**src/design/char_lcd_nibble_refresh_engine_assert.svh**
```systemverilog
// Assertion macros shared by the design files.
`ifndef CHAR_LCD_NIBBLE_REFRESH_ENGINE_ASSERT_SVH
`define CHAR_LCD_NIBBLE_REFRESH_ENGINE_ASSERT_SVH

// Same-cycle implication, checked on clk outside reset.
`define CLNRE_ASSERT_IMPL(lbl, ante, cons, msg) \
  lbl: assert property (@(posedge clk) disable iff (!rst_n) (ante) |-> (cons)) else $error(msg);

// Next-cycle implication, checked on clk outside reset.
`define CLNRE_ASSERT_NEXT(lbl, ante, cons, msg) \
  lbl: assert property (@(posedge clk) disable iff (!rst_n) (ante) |=> (cons)) else $error(msg);

`endif

```
**src/design/clnre_pkg.sv**
```systemverilog
`default_nettype none
package clnre_pkg;

  localparam logic [1:0] CMD_TICK    = 2'd0;
  localparam logic [1:0] CMD_WRITE   = 2'd1;
  localparam logic [1:0] CMD_REFRESH = 2'd2;

  localparam logic [2:0] REG_POWER   = 3'd0;
  localparam logic [2:0] REG_COMMAND = 3'd1;
  localparam logic [2:0] REG_FINAL   = 3'd2;
  localparam logic [2:0] REG_ENABLE  = 3'd3;
  localparam logic [2:0] REG_SETTLE  = 3'd4;

  localparam logic [15:0] POWER_WAIT_RST   = 16'd15000;
  localparam logic [15:0] COMMAND_WAIT_RST = 16'd4500;
  localparam logic [15:0] FINAL_WAIT_RST   = 16'd50;
  localparam logic [7:0]  ENABLE_WAIT_RST  = 8'd1;
  localparam logic [15:0] SETTLE_WAIT_RST  = 16'd50;

  localparam logic [2:0] INIT_DONE  = 3'd0;
  localparam logic [2:0] INIT_WAKE  = 3'd1;
  localparam logic [2:0] INIT_FOUR  = 3'd2;
  localparam logic [2:0] INIT_FUNC  = 3'd3;
  localparam logic [2:0] INIT_DISP  = 3'd4;
  localparam logic [2:0] INIT_ENTRY = 3'd5;
  localparam logic [2:0] INIT_FINAL = 3'd6;

  localparam logic [2:0] SEND_NIB    = 3'd0;
  localparam logic [2:0] SEND_RISE   = 3'd1;
  localparam logic [2:0] SEND_FALL   = 3'd2;
  localparam logic [2:0] SEND_SETTLE = 3'd3;
  localparam logic [2:0] SEND_IDLE   = 3'd4;

  localparam logic [16:0] TIMER_CAP = 17'h10000;

  localparam logic [7:0] LCD_WAKE_NIB  = 8'h30;
  localparam logic [7:0] LCD_FOUR_NIB  = 8'h20;
  localparam logic [7:0] LCD_FUNC_SET  = 8'h28;
  localparam logic [7:0] LCD_DISP_ON   = 8'h0C;
  localparam logic [7:0] LCD_ENTRY     = 8'h06;
  localparam logic [7:0] LCD_SET_DDRAM = 8'h80;
  localparam logic [7:0] LCD_ROW1_ADDR = 8'h40;
  localparam logic [7:0] LCD_SPACE     = 8'h20;

  localparam logic [2:0] WAKE_COUNT = 3'd3;
  localparam logic [2:0] FUNC_COUNT = 3'd6;

  typedef struct packed {
    logic [15:0] power_wait_us;
    logic [15:0] command_wait_us;
    logic [15:0] final_wait_us;
    logic [7:0]  enable_wait_us;
    logic [15:0] settle_wait_us;
  } cfg_t;

  typedef struct packed {
    logic       write_rejected;
    logic       refresh_busy;
    logic       init_done;
    logic [3:0] data_nibble;
    logic       enable_pin;
    logic       rs_pin;
  } result_t;

endpackage
`default_nettype wire

```
**src/design/char_lcd_nibble_refresh_engine.sv**
```systemverilog
// A result beat is computed from the beat in the input register and registered when the result register can advance.
// Throughput: one beat per cycle unless out_tready stalls; the input and result registers each hold one beat.
// Reset (rst_n low, synchronous): waits to their defaults, power-up sequence restarted,
// a refresh pending and the text store reading as spaces until each entry is written.
`default_nettype none
module char_lcd_nibble_refresh_engine #(
  parameter int COLUMNS = 20,
  parameter int ROWS    = 4
) (
  input  wire logic        clk,
  input  wire logic        rst_n,
  input  wire logic        in_tvalid,
  output      logic        in_tready,
  input  wire logic [15:0] in_tdata,   // position[6:0], char_code[14:7], zero[15]
  input  wire logic [1:0]  in_tuser,   // cmd[1:0]
  output      logic        out_tvalid,
  input  wire logic        out_tready,
  output      logic [15:0] out_tdata,  // rs_pin[0], enable_pin[1], data_nibble[5:2],
                                       // init_done[6], refresh_busy[7], write_rejected[8]
  input  wire logic        cfg_we,
  input  wire logic [2:0]  cfg_addr,
  input  wire logic [15:0] cfg_wdata
);
  import clnre_pkg::*;

  `include "char_lcd_nibble_refresh_engine_assert.svh"

  localparam int STORE_SIZE = COLUMNS * ROWS;
  localparam int IDX_W      = $clog2(STORE_SIZE);

  cfg_t             cfg_r;
  logic             s1_valid_r;
  logic [1:0]       s1_cmd_r;
  logic [6:0]       s1_pos_r;
  logic [7:0]       s1_char_r;
  logic             out_valid_r;
  result_t          out_res_r;
  result_t          result_nxt;
  logic             adv;
  logic             step_en;
  logic             store_wr_en;
  logic [IDX_W-1:0] store_wr_addr;
  logic [IDX_W-1:0] store_rd_addr;
  logic [7:0]       store_rd_data;

  assign adv       = !out_valid_r || out_tready;
  assign step_en   = s1_valid_r && adv;
  assign in_tready = !s1_valid_r || adv;

  always_ff @(posedge clk) begin
    if (!rst_n) begin
      cfg_r.power_wait_us   <= POWER_WAIT_RST;
      cfg_r.command_wait_us <= COMMAND_WAIT_RST;
      cfg_r.final_wait_us   <= FINAL_WAIT_RST;
      cfg_r.enable_wait_us  <= ENABLE_WAIT_RST;
      cfg_r.settle_wait_us  <= SETTLE_WAIT_RST;
    end else if (cfg_we) begin
      unique case (cfg_addr)
        REG_POWER:   cfg_r.power_wait_us   <= cfg_wdata;
        REG_COMMAND: cfg_r.command_wait_us <= cfg_wdata;
        REG_FINAL:   cfg_r.final_wait_us   <= cfg_wdata;
        REG_ENABLE:  cfg_r.enable_wait_us  <= cfg_wdata[7:0];
        REG_SETTLE:  cfg_r.settle_wait_us  <= cfg_wdata;
        default: ;
      endcase
    end
  end

  // hold the input beat while the result register is stalled
  always_ff @(posedge clk) begin
    if (in_tvalid && in_tready) begin
      s1_cmd_r  <= in_tuser;
      s1_pos_r  <= in_tdata[6:0];
      s1_char_r <= in_tdata[14:7];
    end
    if (step_en) begin
      out_res_r <= result_nxt;
    end
    if (!rst_n) begin
      s1_valid_r  <= 1'b0;
      out_valid_r <= 1'b0;
    end else begin
      if (in_tready) s1_valid_r <= in_tvalid;
      if (step_en) out_valid_r <= 1'b1;
      else if (out_tready) out_valid_r <= 1'b0;
    end
  end

  clnre_core #(
    .COLUMNS (COLUMNS),
    .ROWS    (ROWS),
    .IDX_W   (IDX_W)
  ) u_core (
    .clk           (clk),
    .rst_n         (rst_n),
    .step_en       (step_en),
    .cmd           (s1_cmd_r),
    .position      (s1_pos_r),
    .cfg           (cfg_r),
    .store_rd_data (store_rd_data),
    .store_wr_en   (store_wr_en),
    .store_wr_addr (store_wr_addr),
    .store_rd_addr (store_rd_addr),
    .result_nxt    (result_nxt)
  );

  clnre_text_store #(
    .DEPTH (STORE_SIZE),
    .IDX_W (IDX_W)
  ) u_store (
    .clk     (clk),
    .rst_n   (rst_n),
    .wr_en   (store_wr_en),
    .wr_addr (store_wr_addr),
    .wr_data (s1_char_r),
    .rd_addr (store_rd_addr),
    .rd_data (store_rd_data)
  );

  assign out_tvalid = out_valid_r;
  assign out_tdata  = {7'b0, out_res_r};

  `CLNRE_ASSERT_NEXT(a_step_shows, step_en, out_valid_r, "processed beat not presented")
  `CLNRE_ASSERT_NEXT(a_s1_hold, s1_valid_r && !adv, s1_valid_r && $stable(s1_pos_r) && $stable(s1_cmd_r), "stalled beat lost")
  `CLNRE_ASSERT_NEXT(a_out_hold, out_valid_r && !out_tready, out_valid_r && $stable(out_res_r), "stalled result lost")

endmodule
`default_nettype wire

```
**src/design/clnre_text_store.sv**
```systemverilog
`default_nettype none
module clnre_text_store #(
  parameter int DEPTH = 80,
  parameter int IDX_W = 7
) (
  input  wire logic             clk,
  input  wire logic             rst_n,
  input  wire logic             wr_en,
  input  wire logic [IDX_W-1:0] wr_addr,
  input  wire logic [7:0]       wr_data,
  input  wire logic [IDX_W-1:0] rd_addr,
  output      logic [7:0]       rd_data
);
  import clnre_pkg::*;

  logic [7:0]       mem [DEPTH];
  logic [DEPTH-1:0] vld_r;
  logic [7:0]       mem_rd_r;
  logic             vld_rd_r;
  logic             byp_r;
  logic [7:0]       byp_data_r;

  always_ff @(posedge clk) begin
    if (wr_en) begin
      mem[wr_addr] <= wr_data;
    end
    mem_rd_r <= mem[rd_addr];
  end

  always_ff @(posedge clk) begin
    byp_data_r <= wr_data;
    if (!rst_n) begin
      vld_r    <= '0;
      vld_rd_r <= 1'b0;
      byp_r    <= 1'b0;
    end else begin
      if (wr_en) begin
        vld_r[wr_addr] <= 1'b1;
      end
      vld_rd_r <= vld_r[rd_addr];
      byp_r    <= wr_en && (wr_addr == rd_addr);
    end
  end

  assign rd_data = byp_r ? byp_data_r : (vld_rd_r ? mem_rd_r : LCD_SPACE);

endmodule
`default_nettype wire

```
**src/design/clnre_core.sv**
```systemverilog
`default_nettype none
module clnre_core #(
  parameter int COLUMNS = 20,
  parameter int ROWS    = 4,
  parameter int IDX_W   = 7
) (
  input  wire logic               clk,
  input  wire logic               rst_n,
  input  wire logic               step_en,
  input  wire logic [1:0]         cmd,
  input  wire logic [6:0]         position,
  input  wire clnre_pkg::cfg_t    cfg,
  input  wire logic [7:0]         store_rd_data,
  output      logic               store_wr_en,
  output      logic [IDX_W-1:0]   store_wr_addr,
  output      logic [IDX_W-1:0]   store_rd_addr,
  output      clnre_pkg::result_t result_nxt
);
  import clnre_pkg::*;

  `include "char_lcd_nibble_refresh_engine_assert.svh"

  localparam int STORE_SIZE = COLUMNS * ROWS;
  localparam int COL_W      = $clog2(COLUMNS);
  localparam logic [COL_W-1:0] COL_LAST = COL_W'(COLUMNS - 1);
  localparam logic [1:0]       ROW_LAST = 2'(ROWS - 1);

  logic [2:0]       init_step_r, init_step_nxt;
  logic [2:0]       init_repeat_r, init_repeat_nxt;
  logic [16:0]      init_timer_r, init_timer_nxt;
  logic [2:0]       send_step_r, send_step_nxt;
  logic [16:0]      send_timer_r, send_timer_nxt;
  logic [7:0]       send_byte_r, send_byte_nxt;
  logic             second_due_r, second_due_nxt;
  logic             rs_r, rs_nxt;
  logic             en_r, en_nxt;
  logic [3:0]       nibble_r, nibble_nxt;
  logic [IDX_W-1:0] idx_r, idx_nxt;
  logic [COL_W-1:0] col_r, col_nxt;
  logic [1:0]       row_r, row_nxt;
  logic             streaming_r, streaming_nxt;
  logic             row_due_r, row_due_nxt;
  logic             pending_r, pending_nxt;
  logic             rejected;
  logic             row_sent;
  logic [7:0]       row_addr;

  always_comb begin
    unique case (row_r)
      2'd0:    row_addr = 8'h00;
      2'd1:    row_addr = LCD_ROW1_ADDR;
      2'd2:    row_addr = 8'(COLUMNS);
      default: row_addr = 8'(LCD_ROW1_ADDR + 8'(COLUMNS));
    endcase
  end

  always_comb begin
    init_step_nxt   = init_step_r;
    init_repeat_nxt = init_repeat_r;
    init_timer_nxt  = init_timer_r;
    send_step_nxt   = send_step_r;
    send_timer_nxt  = send_timer_r;
    send_byte_nxt   = send_byte_r;
    second_due_nxt  = second_due_r;
    rs_nxt          = rs_r;
    en_nxt          = en_r;
    nibble_nxt      = nibble_r;
    idx_nxt         = idx_r;
    col_nxt         = col_r;
    row_nxt         = row_r;
    streaming_nxt   = streaming_r;
    row_due_nxt     = row_due_r;
    pending_nxt     = pending_r;
    rejected        = 1'b0;
    store_wr_en     = 1'b0;
    row_sent        = 1'b0;
    if (step_en) begin
      unique case (cmd)
        CMD_TICK: begin
          if (init_timer_r != TIMER_CAP) init_timer_nxt = init_timer_r + 17'd1;
          if (send_timer_r != TIMER_CAP) send_timer_nxt = send_timer_r + 17'd1;

          unique case (init_step_r)
            INIT_WAKE: begin
              if (init_timer_nxt > 17'(cfg.power_wait_us)) begin
                init_timer_nxt = '0;
                second_due_nxt = 1'b0;
                send_byte_nxt  = LCD_WAKE_NIB;
                send_step_nxt  = SEND_NIB;
                rs_nxt         = 1'b0;
                if (init_repeat_r + 3'd1 >= WAKE_COUNT) begin
                  init_repeat_nxt = '0;
                  init_step_nxt   = INIT_FOUR;
                end else begin
                  init_repeat_nxt = init_repeat_r + 3'd1;
                end
              end
            end
            INIT_FOUR: begin
              if (init_timer_nxt > 17'(cfg.power_wait_us) && send_step_r == SEND_IDLE) begin
                init_timer_nxt  = '0;
                second_due_nxt  = 1'b0;
                send_byte_nxt   = LCD_FOUR_NIB;
                send_step_nxt   = SEND_NIB;
                rs_nxt          = 1'b0;
                init_repeat_nxt = '0;
                init_step_nxt   = INIT_FUNC;
              end
            end
            INIT_FUNC: begin
              if (init_timer_nxt > 17'(cfg.command_wait_us) && send_step_r == SEND_IDLE) begin
                init_timer_nxt = '0;
                second_due_nxt = 1'b1;
                send_byte_nxt  = LCD_FUNC_SET;
                send_step_nxt  = SEND_NIB;
                rs_nxt         = 1'b0;
                if (init_repeat_r + 3'd1 >= FUNC_COUNT) begin
                  init_repeat_nxt = '0;
                  init_step_nxt   = INIT_DISP;
                end else begin
                  init_repeat_nxt = init_repeat_r + 3'd1;
                end
              end
            end
            INIT_DISP: begin
              if (init_timer_nxt > 17'(cfg.command_wait_us) && send_step_r == SEND_IDLE) begin
                init_timer_nxt = '0;
                second_due_nxt = 1'b1;
                send_byte_nxt  = LCD_DISP_ON;
                send_step_nxt  = SEND_NIB;
                rs_nxt         = 1'b0;
                init_step_nxt  = INIT_ENTRY;
              end
            end
            INIT_ENTRY: begin
              if (init_timer_nxt > 17'(cfg.command_wait_us) && send_step_r == SEND_IDLE) begin
                init_timer_nxt = '0;
                second_due_nxt = 1'b1;
                send_byte_nxt  = LCD_ENTRY;
                send_step_nxt  = SEND_NIB;
                rs_nxt         = 1'b0;
                init_step_nxt  = INIT_FINAL;
              end
            end
            INIT_FINAL: begin
              if (init_timer_nxt > 17'(cfg.final_wait_us) && send_step_r == SEND_IDLE) begin
                init_timer_nxt = '0;
                init_step_nxt  = INIT_DONE;
              end
            end
            default: ;
          endcase

          if (send_step_nxt == SEND_IDLE && streaming_r && init_step_nxt == INIT_DONE) begin
            if (row_due_r && col_r == '0) begin
              row_due_nxt    = 1'b0;
              second_due_nxt = 1'b1;
              send_byte_nxt  = LCD_SET_DDRAM | row_addr;
              send_step_nxt  = SEND_NIB;
              rs_nxt         = 1'b0;
              row_sent       = 1'b1;
            end else begin
              second_due_nxt = 1'b1;
              send_byte_nxt  = store_rd_data;
              send_step_nxt  = SEND_NIB;
              rs_nxt         = 1'b1;
              row_due_nxt    = 1'b1;
              if (col_r == COL_LAST && row_r == ROW_LAST) begin
                streaming_nxt = 1'b0;
                idx_nxt       = '0;
                col_nxt       = '0;
                row_nxt       = '0;
              end else if (col_r == COL_LAST) begin
                idx_nxt = idx_r + IDX_W'(1);
                col_nxt = '0;
                row_nxt = row_r + 2'd1;
              end else begin
                idx_nxt = idx_r + IDX_W'(1);
                col_nxt = col_r + COL_W'(1);
              end
            end
          end
          if (!row_sent && pending_r && !streaming_nxt) begin
            pending_nxt   = 1'b0;
            streaming_nxt = 1'b1;
            idx_nxt       = '0;
            col_nxt       = '0;
            row_nxt       = '0;
            row_due_nxt   = 1'b1;
          end

          unique case (send_step_nxt)
            SEND_NIB: begin
              nibble_nxt     = send_byte_nxt[7:4];
              en_nxt         = 1'b0;
              send_step_nxt  = SEND_RISE;
              send_timer_nxt = '0;
            end
            SEND_RISE: begin
              if (send_timer_nxt > 17'(cfg.enable_wait_us)) begin
                send_timer_nxt = '0;
                send_step_nxt  = SEND_FALL;
                en_nxt         = 1'b1;
              end
            end
            SEND_FALL: begin
              if (send_timer_nxt > 17'(cfg.enable_wait_us)) begin
                send_timer_nxt = '0;
                send_step_nxt  = SEND_SETTLE;
                en_nxt         = 1'b0;
              end
            end
            SEND_SETTLE: begin
              if (send_timer_nxt > 17'(cfg.settle_wait_us)) begin
                send_timer_nxt = '0;
                if (second_due_nxt) begin
                  second_due_nxt = 1'b0;
                  send_byte_nxt  = {send_byte_nxt[3:0], 4'h0};
                  send_step_nxt  = SEND_NIB;
                end else begin
                  send_step_nxt = SEND_IDLE;
                end
              end
            end
            default: ;
          endcase
        end
        CMD_WRITE: begin
          if (int'(position) < STORE_SIZE) store_wr_en = 1'b1;
          else rejected = 1'b1;
        end
        CMD_REFRESH: pending_nxt = 1'b1;
        default: ;
      endcase
    end
  end

  assign store_wr_addr = IDX_W'(position);
  assign store_rd_addr = idx_nxt;

  assign result_nxt.write_rejected = rejected;
  assign result_nxt.refresh_busy   = pending_nxt || streaming_nxt;
  assign result_nxt.init_done      = (init_step_nxt == INIT_DONE);
  assign result_nxt.data_nibble    = nibble_nxt;
  assign result_nxt.enable_pin     = en_nxt;
  assign result_nxt.rs_pin         = rs_nxt;

  always_ff @(posedge clk) begin
    if (!rst_n) begin
      init_step_r   <= INIT_WAKE;
      init_repeat_r <= '0;
      init_timer_r  <= '0;
      send_step_r   <= SEND_IDLE;
      send_timer_r  <= '0;
      send_byte_r   <= '0;
      second_due_r  <= 1'b0;
      rs_r          <= 1'b0;
      en_r          <= 1'b0;
      nibble_r      <= '0;
      idx_r         <= '0;
      col_r         <= '0;
      row_r         <= '0;
      streaming_r   <= 1'b0;
      row_due_r     <= 1'b1;
      pending_r     <= 1'b1;
    end else begin
      init_step_r   <= init_step_nxt;
      init_repeat_r <= init_repeat_nxt;
      init_timer_r  <= init_timer_nxt;
      send_step_r   <= send_step_nxt;
      send_timer_r  <= send_timer_nxt;
      send_byte_r   <= send_byte_nxt;
      second_due_r  <= second_due_nxt;
      rs_r          <= rs_nxt;
      en_r          <= en_nxt;
      nibble_r      <= nibble_nxt;
      idx_r         <= idx_nxt;
      col_r         <= col_nxt;
      row_r         <= row_nxt;
      streaming_r   <= streaming_nxt;
      row_due_r     <= row_due_nxt;
      pending_r     <= pending_nxt;
    end
  end

  `CLNRE_ASSERT_IMPL(a_en_in_pulse, en_r, send_step_r == SEND_FALL, "enable high outside pulse")
  `CLNRE_ASSERT_IMPL(a_row_range, 1'b1, row_r <= ROW_LAST, "row beyond display")
  `CLNRE_ASSERT_IMPL(a_idle_index, !streaming_r, idx_r == '0 && col_r == '0 && row_r == '0, "index not cleared")

endmodule
`default_nettype wire
```
**config.mk**
```make
export PLATFORM = sky130hd
export DESIGN_NAME = char_lcd_nibble_refresh_engine
export DESIGN_NICKNAME = d
export VERILOG_FILES = /design/src/design/clnre_pkg.sv /design/src/design/char_lcd_nibble_refresh_engine.sv /design/src/design/clnre_text_store.sv /design/src/design/clnre_core.sv
export VERILOG_INCLUDE_DIRS = /design/src /design/src/design
export SDC_FILE = /design/constraint.sdc
export NUM_CORES = 1
export LEC_CHECK = 0
export BUFFER_PORTS_ARGS = -buffer_cell sky130_fd_sc_hd__buf_2
export CAP_MARGIN = 20
export CORE_ASPECT_RATIO = 0.8
export CORE_MARGIN = 1.5
export CORE_UTILIZATION = 35
export CTS_CLUSTER_SIZE = 12
export DETAILED_ROUTE_END_ITERATION = 6
export PLACE_DENSITY = 0.59
export SLEW_MARGIN = 20
export SYNTH_ARGS = -nofsm -noshare
export SYNTH_HDL_FRONTEND = slang
export SYNTH_SLANG_ARGS = --single-unit
```
**constraint.sdc**
```tcl
create_clock -name clk -period 10.4 [get_ports clk]
set_input_delay 1.04 -clock clk [delete_from_list [all_inputs] [get_ports clk]]
set_output_delay 1.04 -clock clk [all_outputs]
set_load 0.02 [all_outputs]
```
==> results.json <==
{
  "fin_nets": 3618,
  "fillers": 10811,
  "synth_top_cell_by_area": "edfxtp_1",
  "grt-ovfl-total": 0,
  "ys_seq_area_frac": 0.630,
  "crit_required_ps": 10960,
  "synth_cells": 3500,
  "wl_per_cell_um": 20.6,
  "cts_buffers": 93,
  "grt_max_degree": 92,
  "detail-route-antenna-nets": 0,
  "cts_tree": "built",
  "status": "completed",
  "cts_max_path_buffers": 3,
  "worstSetupPathType": "reg2reg",
  "num_rows": 110,
  "clock-sinks": 913,
  "synth_area_leaders": "edfxtp_1 51%, dfxtp_1 12%, nand2_1 6.0%",
  "critPathLaunchType": "flip-flop",
  "endpoint_kind": "flip-flop",
  "place.port_buffers": 51,
  "insertion_delay_ps": 710,
  "crit_fanout": 14,
  "grt_pass1_wl_mm": 159,
  "setup_viol": 0,
  "ys_top_cells_by_count": "666 x edfxtp_1, 634 x nand2_1, 354 x nor2_1",
  "fin_worst_skew_ps": 53.9,
  "power_density_nw_per_um2": 167,
  "antenna_found_initial": 1,
  "dpl.hpwl_mm": 63.9,
  "grt_use_total": 0.179,
  "drv_cap": 0,
  "fmax_ghz": 0.123,
  "layout-drive-gt1-share": 0.0874,
  "synth.most_common_cell": "edfxtp_1",
  "fin_crit_sh": 0.780,
  "place_congestion": 0.840,
  "period_needed_ps": 8120,
  "slew_headroom": 0.235,
  "drtIter0Drc": 2540,
  "cts_setup_buffers": 0,
  "cp_cell_sequence": "inv_1 -> nor3_1 -> nand3_1 -> xnor2_1 -> ha_1 -> nand4_1 -> nor3_1 -> a211oi_1 -> o21ai_0 -> a21boi_4 -> o221a_4 -> and4b_1 -> nand2_1 -> o211ai_2 -> o2bb2ai_2 -> buf_4 -> nand2_1 -> a311oi_1 -> nor4_1 -> a211oi_1 -> or3_1",
  "netlist.area_leader.share": 0.505,
  "drt_wl_total_mm": 105,
  "power_mw": 7.37,
  "drc_errors": 0,
  "dieArea_sq_um": 115000,
  "ir_drop_uv": 118,
  "synth_area_sq_um": 39600,
  "h-tree-depth": 3,
  "yosysWarningCount": 0,
  "cts_hold_buf": 0,
  "drt_pass1_iterations": 5,
  "cpMaxStageDelayCell": "nor4_1",
  "die_w_um": 379,
  "ys.flop_type": "edfxtp_1",
  "hold_viol_final": 0,
  "synth.distinct_cells": 92,
  "rsz0062_at_grt": "false",
  "tightest_slew_ps": 1140,
  "p_leak_nw": 15.1,
  "area_delta_synth_final_pct": 11.5,
  "via_count": 26832,
  "grt_pass1_vias": 25163,
  "ioPinCount": 60,
  "synth_async_sr_flop_share": 0,
  "register_area_sq_um": 24900,
  "via_per_inst": 5.28,
  "clk_pin_slew_ps": 60,
  "start_util": 0.353,
  "ys_ff_latch": 913,
  "cp_slowest_stage_delay_ps": 880,
  "hold_path.class": "reg2reg",
  "cts_root_buffer": "clkbuf_16",
  "syn_area_per_cell_sq_um": 11.3,
  "multi_input_area_sq_um": 13400,
  "coreArea_sq_um": 112000,
  "tns_ps": 0,
  "synth_edf_count": 666,
  "slew_violations": 0,
  "crit_arrival_ps": 8680,
  "ctsResizeCount": 0,
  "die_h_um": 304
}
[registers in the layout, summed over array words and instances, names as in the netlist, 3 cells and up]
signal	count
u_store.mem	640
u_core.init_step_r	3
u_core.send_timer_r	17
u_core.send_byte_r	8
u_store.vld_r	80
u_store.byp_data_r	8
u_store.mem_rd_r	8
s1_char_r	8
u_core.idx_r	7
u_core.col_r	5
u_core.init_repeat_r	3
s1_pos_r	7
out_tdata	9
u_core.send_step_r	3
u_core.init_timer_r	17
cfg_r	72
u_core.nibble_r	4
[layout make-up]
type                    instances  area share
repair buffers                 90      0.0133
well taps                    1512      0.0428
clock inverters                18     0.00592
clock buffers                 155      0.0607
flip-flops and latches        913       0.565
multi-input cells            2292       0.304
diodes                          1   0.0000567
inverters                     101     0.00870
[worst max-delay path, delay by kind of cell, from the launching register on]
family	cells	cell delay (ps)
adders and majority gates	1	390
buffers and inverters	2	370
xor gates and xnor gates	1	600
and+or+nand+nor	9	3230
AOI/OAI and AO/OA	8	2990
DFF	1	390
[final timing paths]
path	end	cells after the start	startpoint	slack (ps)
setup / recovery	u_store.mem_rd_r[6]	21	u_core.init_timer_r[0]	2280
hold / removal	u_core.row_due_r	2	u_core.row_due_r	450
setup reg to reg	u_store.mem_rd_r[6]	21	u_core.init_timer_r[0]	2280
hold reg to reg	u_core.row_due_r	2	u_core.row_due_r	450
[power breakdown]
group	internal, mW	switching [mW]	leakage (nW)
combinational	0.0353	0.135	5.71
sequential	3.92	0.0122	8.00
clock	1.83	1.45	1.41
total	5.78	1.60	15.1
[routing by layer]
metal,up-vias,GRT usage,part of all wire
li1,12616,-,-
met1,13267,0.275,0.48
met2,828,0.259,0.43
met3,121,0.0316,0.069
met4,0,0.0472,0.020
met5,-,0,0
[through the flow]
stage / util / instance area [sq um] / setup slack (ps) / std cells / hold WS (ps)
2_1_floorplan: - / 39600 / 5050 / 3506 / 422
3_3_place_gp: 0.367 / 41200 / 2570 / 4908 / 439
3_5_place_dp: 0.367 / 41200 / 2480 / 4908 / 438
4_1_cts: 0.393 / 44200 / 2450 / 5081 / 449
5_1_grt: 0.393 / 44200 / 1870 / 5081 / 473
6_report: 0.393 / 44200 / 2280 / 5082 / 450
[logic make-up (layout without fill, tap and decap cells)]
family,count (synthesis),after routing,share of synthesized area
other cells,1,8,0.0000947
compound gates,488,488,0.0819
flops,913,913,0.630
simple gates,1500,1500,0.168
xor+xnor,40,40,0.00885
buf+inv,301,364,0.0333
fa+ha+maj,85,85,0.0269
mux,172,172,0.0513
[placed cells by master (no fill, tap or decap), types with 8 or more instances in the layout]
master     synthesis  final
xor2_1            16     16
edfxtp_1         666    666
a31oi_1           20     20
nand2b_1           8      8
mux2_2            48     48
nand2_1          634    634
nor3_1            24     23
a22oi_1           14     14
clkbuf_8           0      8
clkbuf_1         110     52
mux4_2            19     19
o211ai_1          42     42
inv_1             98     98
a2bb2oi_1         10     10
xnor2_1           24     24
a21oi_1          154    154
a21o_1             8      8
nand3_1          289    288
mux2i_1          103    103
clkbuf_16          0     95
a211oi_1          32     32
and3_1            39     38
nor2b_1           15     15
o31ai_1           15     15
o22ai_1           26     26
nand4_1           39     39
a211o_1            9      9
ha_1              85     85
buf_2             47     51
a311oi_1          21     21
nor2_1           354    352
buf_4             10     36
and2_1            22     22
dfxtp_1          247    247
o21ai_0           71     71
nor4_1            10     10
nand3b_1          11     11
nor3b_1           15     15
No activity file was read; power rests on OpenSTA's default activity.
